File: src/rtl/usbhid_pkg.sv
// Shared types, request codes and descriptor tables of the USB HID control request handler.
`timescale 1ns / 1ps

package usbhid_pkg;

    localparam logic [7:0] REQ_GET_DESC = 8'h06;
    localparam logic [7:0] REQ_SET_ADDR = 8'h05;
    localparam logic [7:0] REQ_SET_CFG  = 8'h09;
    localparam logic [7:0] REQ_SET_IDLE = 8'h0A;

    localparam logic [7:0] BM_DEV_IN    = 8'h80;
    localparam logic [7:0] BM_IF_IN     = 8'h81;
    localparam logic [7:0] BM_STD_OUT   = 8'h00;
    localparam logic [7:0] BM_CLASS_OUT = 8'h21;

    localparam logic [7:0] DT_DEVICE = 8'h01;
    localparam logic [7:0] DT_CONFIG = 8'h02;
    localparam logic [7:0] DT_REPORT = 8'h22;

    localparam int DEV_LEN = 18;
    localparam int CFG_LEN = 41;
    localparam int RPT_LEN = 45;

    localparam logic [15:0] VENDOR_RESET  = 16'h16C0;
    localparam logic [15:0] PRODUCT_RESET = 16'h05DC;

    localparam logic CFG_IDX_VENDOR  = 1'b0;
    localparam logic CFG_IDX_PRODUCT = 1'b1;

    typedef enum logic [2:0] {
        KIND_DATA  = 3'd0,
        KIND_EMPTY = 3'd1,
        KIND_ACK   = 3'd2,
        KIND_STALL = 3'd3,
        KIND_RESET = 3'd4
    } kind_t;

    typedef enum logic [3:0] {
        OP_DESC_DEV,
        OP_DESC_CFG,
        OP_DESC_RPT,
        OP_EMPTY,
        OP_SET_ADDR,
        OP_SET_CFG,
        OP_ACK,
        OP_STALL,
        OP_BUS_RESET
    } op_t;

    typedef struct packed {
        op_t        op;
        logic [5:0] count;
        logic [6:0] addr;
    } cmd_t;

    typedef struct packed {
        kind_t      kind;
        logic [7:0] data;
        logic       last;
        logic [6:0] addr;
        logic       addr_en;
        logic       cfg;
    } res_t;

    localparam logic [7:0] CFG_ROM [0:CFG_LEN-1] = '{
        8'h09, 8'h02, 8'h29, 8'h00, 8'h01, 8'h01, 8'h00, 8'h80, 8'h32,
        8'h09, 8'h04, 8'h00, 8'h00, 8'h02, 8'h03, 8'h01, 8'h01, 8'h00,
        8'h09, 8'h21, 8'h11, 8'h01, 8'h00, 8'h01, 8'h22, 8'h2D, 8'h00,
        8'h07, 8'h05, 8'h81, 8'h03, 8'h08, 8'h00, 8'h0A,
        8'h07, 8'h05, 8'h02, 8'h03, 8'h08, 8'h00, 8'h00
    };

    localparam logic [7:0] RPT_ROM [0:RPT_LEN-1] = '{
        8'h05, 8'h01, 8'h09, 8'h06, 8'hA1, 8'h01,
        8'h05, 8'h07, 8'h19, 8'hE0, 8'h29, 8'hE7, 8'h15, 8'h00, 8'h25, 8'h01,
        8'h75, 8'h01, 8'h95, 8'h08, 8'h81, 8'h02,
        8'h95, 8'h01, 8'h75, 8'h08, 8'h81, 8'h01,
        8'h95, 8'h06, 8'h75, 8'h08, 8'h15, 8'h00, 8'h25, 8'h65,
        8'h05, 8'h07, 8'h19, 8'h00, 8'h29, 8'h65, 8'h81, 8'h00,
        8'hC0
    };

    function automatic logic [7:0] desc_byte(op_t op, logic [5:0] idx,
                                             logic [15:0] vid, logic [15:0] pid);
        logic [7:0] b;
        b = 8'h00;
        unique case (op)
            OP_DESC_DEV:
            begin
                unique case (idx)
                    6'd0:    b = 8'h12;
                    6'd1:    b = 8'h01;
                    6'd3:    b = 8'h02;
                    6'd7:    b = 8'h40;
                    6'd8:    b = vid[7:0];
                    6'd9:    b = vid[15:8];
                    6'd10:   b = pid[7:0];
                    6'd11:   b = pid[15:8];
                    6'd17:   b = 8'h01;
                    default: b = 8'h00;
                endcase
            end
            OP_DESC_CFG: b = CFG_ROM[idx];
            OP_DESC_RPT: b = RPT_ROM[idx];
            default:     b = 8'h00;
        endcase
        return b;
    endfunction

endpackage

File: src/rtl/usbhid_fifo.sv
// Small first-in first-out queue of registers with a combinational head.
`timescale 1ns / 1ps

module usbhid_fifo #(
    parameter int WIDTH = 8,
    parameter int DEPTH = 4
) (
    input  logic             clk,
    input  logic             rst_n,
    input  logic             wr,
    input  logic [WIDTH-1:0] din,
    output logic             full,
    input  logic             rd,
    output logic [WIDTH-1:0] dout,
    output logic             empty
);

    localparam int AW = (DEPTH > 1) ? $clog2(DEPTH) : 1;

    logic [WIDTH-1:0] mem_reg [DEPTH];
    logic [AW-1:0]    wr_ptr_reg;
    logic [AW-1:0]    rd_ptr_reg;
    logic [AW:0]      count_reg;
    logic             do_wr;
    logic             do_rd;

    assign full  = (count_reg == (AW+1)'(DEPTH));
    assign empty = (count_reg == '0);
    assign do_wr = wr && !full;
    assign do_rd = rd && !empty;
    assign dout  = mem_reg[rd_ptr_reg];

    function automatic logic [AW-1:0] bump(logic [AW-1:0] p);
        return (p == AW'(DEPTH - 1)) ? '0 : p + AW'(1);
    endfunction

    always_ff @(posedge clk)
    begin
        if (do_wr)
        begin
            mem_reg[wr_ptr_reg] <= din;
        end
    end

    always_ff @(posedge clk or negedge rst_n)
    begin
        if (!rst_n)
        begin
            wr_ptr_reg <= '0;
            rd_ptr_reg <= '0;
            count_reg  <= '0;
        end
        else
        begin
            if (do_wr)
            begin
                wr_ptr_reg <= bump(wr_ptr_reg);
            end
            if (do_rd)
            begin
                rd_ptr_reg <= bump(rd_ptr_reg);
            end
            if (do_wr && !do_rd)
            begin
                count_reg <= count_reg + (AW+1)'(1);
            end
            else if (do_rd && !do_wr)
            begin
                count_reg <= count_reg - (AW+1)'(1);
            end
        end
    end

endmodule

File: src/rtl/usbhid_front.sv
// Front end: accepts setup packets and bus resets and turns each into one command.
`timescale 1ns / 1ps

module usbhid_front (
    input  logic                 push,
    output logic                 full,
    input  logic                 req_type,
    input  logic [7:0]           request_type_bits,
    input  logic [7:0]           request_code,
    input  logic [15:0]          request_value,
    input  logic [15:0]          request_length,
    input  logic                 cmd_full,
    output logic                 cmd_push,
    output usbhid_pkg::cmd_t     cmd
);

    logic [7:0] dtype;
    logic [5:0] size;
    logic       is_desc;
    logic [5:0] clamped;

    assign full     = cmd_full;
    assign cmd_push = push && !cmd_full;
    assign dtype    = request_value[15:8];

    always_comb
    begin
        cmd.op    = usbhid_pkg::OP_STALL;
        cmd.count = '0;
        cmd.addr  = request_value[6:0];
        is_desc   = 1'b0;
        size      = '0;
        clamped   = '0;
        priority if (req_type)
        begin
            cmd.op = usbhid_pkg::OP_BUS_RESET;
        end
        else if (request_code == usbhid_pkg::REQ_GET_DESC)
        begin
            priority if (request_type_bits == usbhid_pkg::BM_DEV_IN
                         && dtype == usbhid_pkg::DT_DEVICE)
            begin
                cmd.op  = usbhid_pkg::OP_DESC_DEV;
                size    = 6'(usbhid_pkg::DEV_LEN);
                is_desc = 1'b1;
            end
            else if (request_type_bits == usbhid_pkg::BM_DEV_IN
                     && dtype == usbhid_pkg::DT_CONFIG)
            begin
                cmd.op  = usbhid_pkg::OP_DESC_CFG;
                size    = 6'(usbhid_pkg::CFG_LEN);
                is_desc = 1'b1;
            end
            else if (request_type_bits == usbhid_pkg::BM_IF_IN
                     && dtype == usbhid_pkg::DT_REPORT)
            begin
                cmd.op  = usbhid_pkg::OP_DESC_RPT;
                size    = 6'(usbhid_pkg::RPT_LEN);
                is_desc = 1'b1;
            end
            else
            begin
                cmd.op = usbhid_pkg::OP_STALL;
            end
            clamped   = (request_length < {10'd0, size}) ? request_length[5:0] : size;
            cmd.count = clamped;
            if (is_desc && clamped == '0)
            begin
                cmd.op = usbhid_pkg::OP_EMPTY;
            end
        end
        else if (request_type_bits == usbhid_pkg::BM_STD_OUT
                 && request_code == usbhid_pkg::REQ_SET_ADDR)
        begin
            cmd.op = usbhid_pkg::OP_SET_ADDR;
        end
        else if (request_type_bits == usbhid_pkg::BM_CLASS_OUT
                 && request_code == usbhid_pkg::REQ_SET_IDLE)
        begin
            cmd.op = usbhid_pkg::OP_ACK;
        end
        else if (request_type_bits == usbhid_pkg::BM_STD_OUT
                 && request_code == usbhid_pkg::REQ_SET_CFG)
        begin
            cmd.op = usbhid_pkg::OP_SET_CFG;
        end
        else
        begin
            cmd.op = usbhid_pkg::OP_STALL;
        end
    end

endmodule

File: src/rtl/usbhid_back.sv
// Back end: executes commands, holds device state and streams descriptor bytes.
`timescale 1ns / 1ps

module usbhid_back (
    input  logic                 clk,
    input  logic                 rst_n,
    input  logic [15:0]          vendor_id,
    input  logic [15:0]          product_id,
    input  logic                 cmd_empty,
    input  usbhid_pkg::cmd_t     cmd,
    output logic                 cmd_pop,
    input  logic                 res_full,
    output logic                 res_push,
    output usbhid_pkg::res_t     res
);

    typedef enum logic {
        ST_IDLE,
        ST_STREAM
    } state_t;

    state_t           state_reg, state_next;
    usbhid_pkg::op_t  op_reg, op_next;
    logic [5:0]       count_reg, count_next;
    logic [5:0]       index_reg, index_next;
    logic [6:0]       addr_reg, addr_next;
    logic             addr_en_reg, addr_en_next;
    logic             cfg_reg, cfg_next;
    logic             is_last;

    assign is_last = (index_reg == count_reg - 6'd1);

    always_comb
    begin
        state_next   = state_reg;
        op_next      = op_reg;
        count_next   = count_reg;
        index_next   = index_reg;
        addr_next    = addr_reg;
        addr_en_next = addr_en_reg;
        cfg_next     = cfg_reg;
        cmd_pop      = 1'b0;
        res_push     = 1'b0;
        res.kind     = usbhid_pkg::KIND_STALL;
        res.data     = 8'h00;
        res.last     = 1'b1;
        unique case (state_reg)
            ST_IDLE:
            begin
                if (!cmd_empty && !res_full)
                begin
                    cmd_pop  = 1'b1;
                    res_push = 1'b1;
                    unique case (cmd.op)
                        usbhid_pkg::OP_DESC_DEV,
                        usbhid_pkg::OP_DESC_CFG,
                        usbhid_pkg::OP_DESC_RPT:
                        begin
                            res_push   = 1'b0;
                            op_next    = cmd.op;
                            count_next = cmd.count;
                            index_next = '0;
                            state_next = ST_STREAM;
                        end
                        usbhid_pkg::OP_EMPTY:    res.kind = usbhid_pkg::KIND_EMPTY;
                        usbhid_pkg::OP_SET_ADDR:
                        begin
                            addr_next    = cmd.addr;
                            addr_en_next = 1'b1;
                            res.kind     = usbhid_pkg::KIND_ACK;
                        end
                        usbhid_pkg::OP_SET_CFG:
                        begin
                            cfg_next = 1'b1;
                            res.kind = usbhid_pkg::KIND_ACK;
                        end
                        usbhid_pkg::OP_ACK:      res.kind = usbhid_pkg::KIND_ACK;
                        usbhid_pkg::OP_STALL:    res.kind = usbhid_pkg::KIND_STALL;
                        usbhid_pkg::OP_BUS_RESET:
                        begin
                            addr_next    = '0;
                            addr_en_next = 1'b0;
                            cfg_next     = 1'b0;
                            res.kind     = usbhid_pkg::KIND_RESET;
                        end
                        default:                 res.kind = usbhid_pkg::KIND_STALL;
                    endcase
                end
            end
            ST_STREAM:
            begin
                if (!res_full)
                begin
                    res_push = 1'b1;
                    res.kind = usbhid_pkg::KIND_DATA;
                    res.data = usbhid_pkg::desc_byte(op_reg, index_reg, vendor_id, product_id);
                    res.last = is_last;
                    if (is_last)
                    begin
                        index_next = '0;
                        state_next = ST_IDLE;
                    end
                    else
                    begin
                        index_next = index_reg + 6'd1;
                    end
                end
            end
            default: state_next = ST_IDLE;
        endcase
        res.addr    = addr_next;
        res.addr_en = addr_en_next;
        res.cfg     = cfg_next;
    end

    always_ff @(posedge clk or negedge rst_n)
    begin
        if (!rst_n)
        begin
            state_reg   <= ST_IDLE;
            op_reg      <= usbhid_pkg::OP_STALL;
            count_reg   <= '0;
            index_reg   <= '0;
            addr_reg    <= '0;
            addr_en_reg <= 1'b0;
            cfg_reg     <= 1'b0;
        end
        else
        begin
            state_reg   <= state_next;
            op_reg      <= op_next;
            count_reg   <= count_next;
            index_reg   <= index_next;
            addr_reg    <= addr_next;
            addr_en_reg <= addr_en_next;
            cfg_reg     <= cfg_next;
        end
    end

endmodule

File: src/rtl/usb_hid_control_request_handler.sv
// Top level of the USB HID control request handler: config registers, queues, front and back.
`timescale 1ns / 1ps

// Each setup packet or bus reset pushed in becomes one command in a short queue; the
// executor then produces its results into a result queue that is read by pop. A descriptor
// request of n bytes (n at most 45) is handled by first loading the command, which gives no
// result, and then sending one byte per cycle while the result queue has room; every other
// item gives its single result as it is taken from the command queue. Input is accepted as
// long as the command queue has room, also while results wait.
// vendor_id and product_id are read while the device descriptor streams out.
module usb_hid_control_request_handler #(
    parameter int CMD_DEPTH = 4,
    parameter int RES_DEPTH = 4
) (
    input  logic        clk,
    input  logic        rst_n,
    input  logic        cfg_write,
    input  logic        cfg_index,
    input  logic [15:0] cfg_data,
    input  logic        push,
    output logic        full,
    input  logic        req_type,
    input  logic [7:0]  request_type_bits,
    input  logic [7:0]  request_code,
    input  logic [15:0] request_value,
    input  logic [15:0] request_length,
    output logic        empty,
    input  logic        pop,
    output logic [2:0]  result_kind,
    output logic [7:0]  data_byte,
    output logic        last,
    output logic [6:0]  device_address,
    output logic        address_enabled,
    output logic        configured
);

    logic [15:0]        vendor_id_reg;
    logic [15:0]        product_id_reg;
    usbhid_pkg::cmd_t   front_cmd;
    usbhid_pkg::cmd_t   head_cmd;
    logic               cmd_push;
    logic               cmd_full;
    logic               cmd_pop;
    logic               cmd_empty;
    usbhid_pkg::res_t   back_res;
    usbhid_pkg::res_t   head_res;
    logic               res_push;
    logic               res_full;

    always_ff @(posedge clk or negedge rst_n)
    begin
        if (!rst_n)
        begin
            vendor_id_reg  <= usbhid_pkg::VENDOR_RESET;
            product_id_reg <= usbhid_pkg::PRODUCT_RESET;
        end
        else if (cfg_write)
        begin
            if (cfg_index == usbhid_pkg::CFG_IDX_VENDOR)
            begin
                vendor_id_reg <= cfg_data;
            end
            if (cfg_index == usbhid_pkg::CFG_IDX_PRODUCT)
            begin
                product_id_reg <= cfg_data;
            end
        end
    end

    usbhid_front u_front (
        .push              (push),
        .full              (full),
        .req_type          (req_type),
        .request_type_bits (request_type_bits),
        .request_code      (request_code),
        .request_value     (request_value),
        .request_length    (request_length),
        .cmd_full          (cmd_full),
        .cmd_push          (cmd_push),
        .cmd               (front_cmd)
    );

    usbhid_fifo #(
        .WIDTH ($bits(usbhid_pkg::cmd_t)),
        .DEPTH (CMD_DEPTH)
    ) u_cmd_fifo (
        .clk   (clk),
        .rst_n (rst_n),
        .wr    (cmd_push),
        .din   (front_cmd),
        .full  (cmd_full),
        .rd    (cmd_pop),
        .dout  (head_cmd),
        .empty (cmd_empty)
    );

    usbhid_back u_back (
        .clk        (clk),
        .rst_n      (rst_n),
        .vendor_id  (vendor_id_reg),
        .product_id (product_id_reg),
        .cmd_empty  (cmd_empty),
        .cmd        (head_cmd),
        .cmd_pop    (cmd_pop),
        .res_full   (res_full),
        .res_push   (res_push),
        .res        (back_res)
    );

    usbhid_fifo #(
        .WIDTH ($bits(usbhid_pkg::res_t)),
        .DEPTH (RES_DEPTH)
    ) u_res_fifo (
        .clk   (clk),
        .rst_n (rst_n),
        .wr    (res_push),
        .din   (back_res),
        .full  (res_full),
        .rd    (pop),
        .dout  (head_res),
        .empty (empty)
    );

    assign result_kind     = head_res.kind;
    assign data_byte       = head_res.data;
    assign last            = head_res.last;
    assign device_address  = head_res.addr;
    assign address_enabled = head_res.addr_en;
    assign configured      = head_res.cfg;

    // Only a data byte may leave the last flag low.
    a_single_is_last: assert property (@(posedge clk) disable iff (!rst_n)
        (!empty && result_kind != usbhid_pkg::KIND_DATA) |-> last)
        else $error("single result without last flag");

    // Non-data results carry a zero byte.
    a_zero_byte: assert property (@(posedge clk) disable iff (!rst_n)
        (!empty && result_kind != usbhid_pkg::KIND_DATA) |-> (data_byte == 8'h00))
        else $error("non-data result with nonzero byte");

    // A bus reset result shows fully cleared device state.
    a_reset_clears: assert property (@(posedge clk) disable iff (!rst_n)
        (!empty && result_kind == usbhid_pkg::KIND_RESET)
            |-> (device_address == '0 && !address_enabled && !configured))
        else $error("bus reset result with stale device state");

    // The executor never produces a result into a full result queue.
    a_no_overflow: assert property (@(posedge clk) disable iff (!rst_n)
        res_push |-> !res_full)
        else $error("result pushed into full queue");

endmodule

File: config.mk
export PLATFORM = sky130hd
export DESIGN_NAME = usb_hid_control_request_handler
export DESIGN_NICKNAME = d
export VERILOG_FILES = /design/src/rtl/usbhid_pkg.sv /design/src/rtl/usbhid_fifo.sv /design/src/rtl/usbhid_front.sv /design/src/rtl/usbhid_back.sv /design/src/rtl/usb_hid_control_request_handler.sv
export SDC_FILE = /design/constraint.sdc
export NUM_CORES = 1
export LEC_CHECK = 0
export BUFFER_PORTS_ARGS = -buffer_cell sky130_fd_sc_hd__buf_2
export CAP_MARGIN = 40
export CORE_MARGIN = 3
export CORE_UTILIZATION = 40
export CTS_CLUSTER_SIZE = 40
export DETAILED_ROUTE_END_ITERATION = 12
export GPL_ROUTABILITY_DRIVEN = 0
export PLACE_DENSITY_LB_ADDON = 0.12
export SLEW_MARGIN = 20
export SYNTH_ARGS = -nofsm -noshare
export SYNTH_HDL_FRONTEND = slang
export SYNTH_HIERARCHICAL = 1
export SYNTH_SLANG_ARGS = --single-unit
File: constraint.sdc
create_clock -name clk -period 5.9 [get_ports clk]
set_input_delay 0.59 -clock clk [delete_from_list [all_inputs] [get_ports clk]]
set_output_delay 0.59 -clock clk [all_outputs]
set_load 0.02 [all_outputs]
==> results.txt, run 1 <==
The worst clock skew is between 0.01 and 0.015 ns. The layout cell share with drive strength beyond 1 is 31.2%. Counting every instance in the synthesized netlist gives about 760. The DRC violation count after routing is 0. Setup violations remaining at the end of the flow were counted as 0. By area the synthesized netlist is led by edfxtp_1 42%, dfrtp_1 13%, mux4_2 7.8%. The number of hold violations in the final report came out at 0.

Averaged over all synthesized cells, the footprint is about 14 um^2. Across all hold checks on the routed design, the worst slack comes to between 0.07 and 0.08 ns. Setup slack on the worst reg-to-reg path comes out at 2.22 ns. The sink count of the clock tree is 224. The maximum number of pins on one net before global-route repair came out at 58. The die covers 0.0293 mm^2. The max-cap violation count is 0. The internal portion of the total power is 4.35 mW. The maximum operating frequency is between 200 and 300 MHz. After synthesis the cells add up to 0.0109 mm^2. The routed length on met1 is 10100 um. The setup TNS is 0 ns. The run finished with clean final reports.

The share of total power dissipated in the clock network is a little over a fifth. The finished cells cover 0.0124 mm^2. Signal routing reaches up to met5. The total power divided by cell area came out at 549 mW/mm^2. The number of instances resized during post-cts repair came out at 0. The top cell types in the final layout, fill and taps aside, are 152 x edfxtp_1, 92 x buf_2, 57 x dfrtp_1. The count of nets left with antenna violations once routing finished came out at 0. The wire length on met3 is 925 um. Dividing the final minimum period by the clock period gives 62.3%. The number of antenna violations at the first check in global routing is 1. The most critical setup path has its startpoint at u_cmd_fifo/rd_ptr_reg[0]. Of the synthesized area, sequential elements account for between 50% and 60%. The slack of the critical path came out at 2.22 ns. The number of clock buffers added by TritonCTS is 25. The worst-case reg-to-reg path depth is 10.

The detailed-routing iteration count for the pre-antenna-repair pass is 5. The number of buffers added on ports came out at 92. The post-synthesis to final-layout area growth is 13.9%. The net load switching power is 2.49 mW.

The worst supply voltage drop on vdd is 0.247 mV. The flip-flop count of the largest register after layout is 84. The endpoint class of the critical path is a flop. The core box area came out at 0.0264 mm^2.

In this run switching power makes up 36.4% of total power. In this run the worst hold path is classified as in2async. The most common cell after layout, fill and taps aside is edfxtp_1. The transition time at the pin with the least slew margin came out at between 0.7 and 0.8 ns. In this run, distinct cell masters in the synthesized netlist total 92. After detailed routing, the average wire length per cell comes to 19.4 um. The max-slew violation count came out at 0. The critical path ends at u_res_fifo/count_reg[1]. Clock-pin slew was measured on the worst setup and hold paths at around 0.06 ns. The standard-cell row count came out at 59. The async set-or-reset flop fraction in the synthesized netlist is 32.1%. The first global-routing pass estimated 37000 um of wire. TritonCTS built the clock tree.

In this run the critical register-to-register path is captured at u_res_fifo/count_reg[1]. The maximum clock insertion buffer count is 3. The most used flip-flop cell after synthesis is edfxtp_1. The worst setup path is launched from a flop. For this design, the CTS-stage hold fixing added 0 buffers. The minimum clock period after layout is 3.68 ns. The die extent in x is approximately 170 um. Summed over all layers, the global routing overflow is 0. The H-tree depth reported by CTS is 1. The worst register-to-register path begins at u_cmd_fifo/rd_ptr_reg[0].

In this run, synthesis inferred 152 flip-flops with an integrated enable. In this run the worst path has a maximum fanout of 12. The total placed instance area came out at 0.0116 mm^2. The worst setup slack before clock tree synthesis is 1.89 ns. The analysis attributes to cell leakage a power of 4.51 nW. The initial utilization of the core area, before any placement, comes to between 40% and 50%.

The arrival time of data at the critical path endpoint is around 4.1 ns. The biggest area consumer among synthesized cells is edfxtp_1. Summed over all nets, the half-perimeter wirelength after detailed placement is 15900 um. The routed layout has between 6000 and 7000 vias. Global routing used 15.7% of the available tracks. The total length of routed wires is 23200 um. 0 antenna diodes ended up in the layout. The met2 wirelength from detailed routing is 11600 um. The number of vias per cell is roughly 5.6.

The net count of the mapped netlist is 859. The share of power burned in combinational logic came out at 39.0%. The total number of yosys warnings is 6. The boundary pin count is 94. The total number of nets in the final design came out at 939. The required time reported for the critical path endpoint is about 6.3 ns. The critical path in this run is classified as reg2reg. The height of the die came out at ~170 um. The violation count after the first detailed-route iteration is 318. The worst max-slew margin expressed relative to the limit is 47.9%. Setup repair after global routing left no endpoint under its margin.

The sequential cell fraction of total power came out at 39.0%. The clock latency on the worst-skew pair is 0.54 ns. The register bit count reported by yosys is 224.

The area share of the largest cell type after synthesis is roughly two fifths. The via count of the first global-routing pass came out at 6976. In this run the post-CTS setup repair buffer count came out at 0. The root buffer cell chosen for the clock tree is clkbuf_16.
==> per-stage QoR <==
step / total power, mW / instances / util, %
CTS: 6.92 / 1192 / 47.0
global route: 7.26 / 1193 / 47.1
floorplan: 4.62 / 759 / -
global placement: 5.25 / 1140 / 43.6
detailed placement: 5.39 / 1146 / 44.0
finish: 6.84 / 1193 / 47.1
==> power by group through the flow <==
stage | registers [mW] | logic, mW | clock network, mW
floorplan | 2.56 | 2.06 | 0
CTS | 2.70 | 2.68 | 1.54
global route | 2.73 | 2.93 | 1.60
finish | 2.66 | 2.67 | 1.50
global placement | 2.71 | 2.54 | 0
detailed placement | 2.72 | 2.67 | 0
==> area by class of cell <==
class,count,area [um^2]
clock buffer,29,641
sequential,224,6380
multi-input combinational,464,4150
inverter,18,67.6
tap,335,419
clock inverter,17,158
fill,2354,14000
timing repair buffer,106,623
==> worst max-delay path: stages, from the launching register on <==
cell and delay (ns):
dfrtp_1 0.81, mux4_2 0.67, a211oi_1 0.43, nor2_1 0.08, nor2_1 0.21, nor2_1 0.06, nor2b_1 0.25, ha_1 0.31
inv_1 0.07, fa_1 0.40, mux2_2 0.27
==> cells in the mapped netlist (7+ instances only) <==
library cell,instances
nand2_1,37
ha_1,27
inv_1,15
clkbuf_1,8
nand2b_1,10
buf_2,20
a21oi_1,20
o21ai_0,24
buf_4,15
a21o_1,9
xor2_1,7
nor3_1,10
a22oi_1,10
a31oi_1,9
mux2_2,30
nor2b_1,13
dfstp_2,15
o211ai_1,7
dfrtp_1,57
xnor2_1,9
and2_1,15
mux2_1,8
mux2_4,14
a22o_1,8
edfxtp_1,152
mux4_2,38
nor2_1,27
nand3_1,18
a211oi_1,9
==> worst min-delay path by stage <==
stage                         end  depth (start not counted)               start
2_1_floorplan   product_id_reg[0]                          0               rst_n
5_1_grt        product_id_reg[11]                          2               rst_n
4_1_cts        product_id_reg[11]                          2               rst_n
6_report       product_id_reg[11]                          2               rst_n
3_5_place_dp     vendor_id_reg[4]                          1    vendor_id_reg[4]
3_3_place_gp   product_id_reg[14]                          1  product_id_reg[14]
==> per-layer routing <==
metal	global-route usage (%)	vias to the layer above
met2	28.0	147
met1	20.2	3390
met3	2.41	40
met4	4.27	2
li1	-	3110
met5	0	-
==> cell families (layout without fill, tap and decap cells) <==
group,count (synthesis),after routing,synth area share (%)
adders and majority gates,29,29,3.46
xor gates and xnor gates,16,16,1.28
and+or+nand+nor,176,176,9.37
AOI/OAI and AO/OA,152,152,10.1
buffers and inverters,71,170,3.62
muxes,91,91,13.8
DFF,224,224,58.4
Note: power is estimated with default switching activity, not from simulation.
==> inputs of run 2 (changes only) <==
--- a/config.mk
+++ b/config.mk
@@ -5,6 +5,7 @@
 export SDC_FILE = /design/constraint.sdc
 export NUM_CORES = 1
 export LEC_CHECK = 0
+export ABC_AREA = 1
 export BUFFER_PORTS_ARGS = -buffer_cell sky130_fd_sc_hd__buf_2
 export CAP_MARGIN = 40
 export CORE_MARGIN = 3
==> constraint.sdc (replaced) <==
create_clock -name clk -period 3.35 [get_ports clk]
set_input_delay 0.335 -clock clk [delete_from_list [all_inputs] [get_ports clk]]
set_output_delay 0.335 -clock clk [all_outputs]
set_load 0.02 [all_outputs]
==> results.txt, run 2 <==
The async set-or-reset flop fraction in the synthesized netlist came out at 32.1%. The sink count of the clock tree came out at 224. The maximum clock insertion buffer count came out at 3. Setup violations remaining at the end of the flow were counted as 0. The DRC violation count after routing is 0.

The violation count after the first detailed-route iteration came out at 581. The slack of the critical path came out at 0.676 ns. The number of hold violations in the final report came to 0. Once placement completed, the tool counted placed cells totaling 1733. Yosys attributes the largest share of cell area to edfxtp_1 38%, dfrtp_1 12%, nand2_1 11%. The minimum clock period after layout is 2.67 ns. The detailed-routing iteration count for the pre-antenna-repair pass came out at 5. The path with the worst hold slack has its endpoint at u_cmd_fifo/mem_reg[0][5].

The standby leakage power came out at 6.24 nW. The via count of the first global-routing pass came out at between 8000 and 9000. The boundary pin count is 94.

The count of flip-flops with a built-in enable after synthesis came out at 152. The wire length of the first global-routing pass is about 42000 um. Global routing used 16.5% of the available tracks across all layers. The worst max-slew margin expressed relative to the limit is 52.5%.

The total number of yosys warnings came out at 6. The post-synthesis to final-layout area growth came out at 14.7%. The register bit count reported by yosys came out at 224. Once layout is done, the placed cells without fillers occupy 0.0137 mm^2. The total power divided by cell area came out at around 920 mW/mm^2. The register with the most flip-flops in the layout has 84 of them. The average footprint of a synthesized cell came out at 9.25 um^2. The max-slew violation count is 0. The number of clock buffers inserted by TritonCTS is 27. The transition time at the pin with the least slew margin came out at 0.706 ns. The launching point of the worst reg2reg path is u_cmd_fifo/rd_ptr_reg[1]. The number of antenna violations at the first check in global routing came out at 0. The total area inside the core boundary comes to 0.0290 mm^2. STA classifies the critical path endpoint as a flop. After clock tree synthesis, the setup repair step added 0 buffers.

The synthesized design spends more area on one cell type than any other, namely edfxtp_1. The worst supply voltage drop on vdd is 0.465 mV. Counting instances, the worst hold path has a depth of 1. The die is ~180 um tall. Summing all placed instances gives a cell area of 0.0127 mm^2. The H-tree depth reported by CTS is 1. The maximum operating frequency is around 370 MHz. Entering global routing, the biggest net connects 52 pins. The share of the cycle needed by the critical path after routing came out at around 80%.

The most used flip-flop cell after synthesis is edfxtp_1. The floorplan has between 60 and 70 rows. Leaving out fill and tap cells, the most frequent cell in the layout is nand2_1.

In the layout the commonest cells are 350 x nand2_1, 182 x inv_1, 152 x edfxtp_1. The post-detailed-placement half-perimeter wirelength is 17900 um. The post-synthesis instance area came out at 0.0119 mm^2. The clock root buffer master is clkbuf_16.

The net count of the finished layout is 1484. The die is 179 um wide. The net count of the mapped netlist came out at between 1000 and 1500.

The worst clock skew came out at ~0.014 ns. In the synthesized netlist, the cells that appear most often are 350 x nand2_1, 182 x inv_1, 152 x edfxtp_1. The start point of the worst min-delay path is request_value[5]. The setup TNS came out at 0 ns. The number of standard cells in the final layout excluding fillers is 1789.

The number of antenna-violating nets in the routed design came out at 0. The final route contains 8716 vias. The max-cap violation count is 0. The share of the Yosys chip area taken by registers is a little over half. The start-to-end type of the worst setup path is reg2reg. After filler insertion, the fill cell instance count of the layout stands at 2826.

The routed design has 25900 um of wire. The area share of the largest cell type after synthesis is 38.3%. The most frequent cell after synthesis is nand2_1. The layout cell share with drive strength beyond 1 came out at approximately a fifth.

The min-delay analysis places its worst path in the category in2reg. The post-detailed-route wirelength per cell came out at ~14 um. The total overflow left after global routing is 0. The endpoint identified for the worst register-to-register timing path is u_res_fifo/count_reg[2]. The number of vias per cell is between 4 and 5. The worst-case reg-to-reg path depth came out at 16. Clock-pin slew was measured on the worst setup and hold paths at roughly 0.060 ns. The count of distinct cell types in the synthesized netlist is 46.

Data on the critical path arrives at its endpoint at 3.09 ns. The cell count after synthesis came out at 1289. Before CTS, the worst setup slack after placement is 0.273 ns.

The number of antenna cells inserted came out at 0. The floorplan step defined a die boundary enclosing 0.0319 mm^2. Setup repair after global routing left no endpoint under its margin.

The flop-to-flop setup slack is 0.68 ns. The run finished with clean final reports. TritonCTS built the clock tree. The number of buffers added on ports came out at 92.

The required time reported for the critical path endpoint came out at 3.77 ns. STA classifies the critical path startpoint as a flop. The maximum fanout encountered on the critical timing path is 17. The starting utilization of the core area came out at 41.1%.

The clock latency on the worst-skew pair is 0.54 ns. The final cell utilization of the core is 47.1%.
run 2: kinds of logic after synthesis:
group           after synthesis  synth area share, %
compound gates              161                 9.51
fa+ha+maj                    29                 3.17
buf+inv                     256                 10.3
flops                       224                 53.6
simple gates                610                 22.8
xor+xnor                      9                0.661
run 2: layer usage:
| metal | GRT usage [%] | vias to the layer above | part of all wire (%) |
|---|---|---|---|
| li1 | - | 4425 | - |
| met1 | 23.7 | 4104 | 48 |
| met2 | 26.4 | 166 | 46 |
| met3 | 2.53 | 21 | 4.6 |
| met4 | 3.41 | 0 | 1.1 |
| met5 | 0 | - | 0 |
run 2: final cells by class:
class	instances	area [um^2]	share of cell area, %
clock buffers	32	724	5.30
clock inverters	18	221	1.62
inverters	193	734	5.37
multi-input cells	809	4320	31.6
flip-flops and latches	224	6390	46.7
well taps	384	480	3.51
repair buffers	129	801	5.86
run 2: metrics by stage:
step           power [mW]  hold slack [ns]
2_1_floorplan        8.27           0.0394
3_3_place_gp         9.55            0.452
3_5_place_dp         9.64            0.188
4_1_cts              12.7          0.00142
5_1_grt              13.6          0.00775
6_report             12.6           0.0223
run 2: worst max-delay path: stages (launching register included):
cell	delay, ns
dfrtp_1	0.49
inv_4	0.25
o211ai_1	0.13
nand2_1	0.23
nand2_1	0.10
nand2_1	0.09
nand2_1	0.06
nand2_1	0.13
nand2_1	0.12
inv_2	0.07
ha_1	0.15
inv_1	0.07
fa_1	0.38
nand2_1	0.10
nand3_1	0.08
nand2_1	0.06
nand2_1	0.05
run 2: how the worst max path moves through the flow:
stage / from / end / slack (ns) / cells after the start
2_1_floorplan: u_cmd_fifo/rd_ptr_reg[1] / u_res_fifo/mem_reg[3][0] / 0.64 / 11
3_3_place_gp: request_type_bits[5] / u_cmd_fifo/mem_reg[0][14] / 0.32 / 15
3_5_place_dp: request_type_bits[5] / u_cmd_fifo/mem_reg[1][14] / 0.27 / 15
4_1_cts: u_cmd_fifo/rd_ptr_reg[1] / u_res_fifo/count_reg[2] / 0.60 / 16
5_1_grt: u_cmd_fifo/rd_ptr_reg[1] / u_res_fifo/count_reg[2] / 0.38 / 16
6_report: u_cmd_fifo/rd_ptr_reg[1] / u_res_fifo/count_reg[2] / 0.68 / 16
run 2: repair_timing:
action / 4_1_cts / 5_1_grt
hold buffers: 6 / 0
gates resized for setup: 0 / 0
hold endpoints to repair: 74 / 0
run 2: where the power goes:
part | switching [mW] | total (mW) | leakage [nW] | internal, mW
Combinational | 3.34 | 4.98 | 3.48 | 1.64
Sequential | 0.496 | 4.55 | 2.31 | 4.05
Clock | 1.17 | 3.04 | 0.454 | 1.87
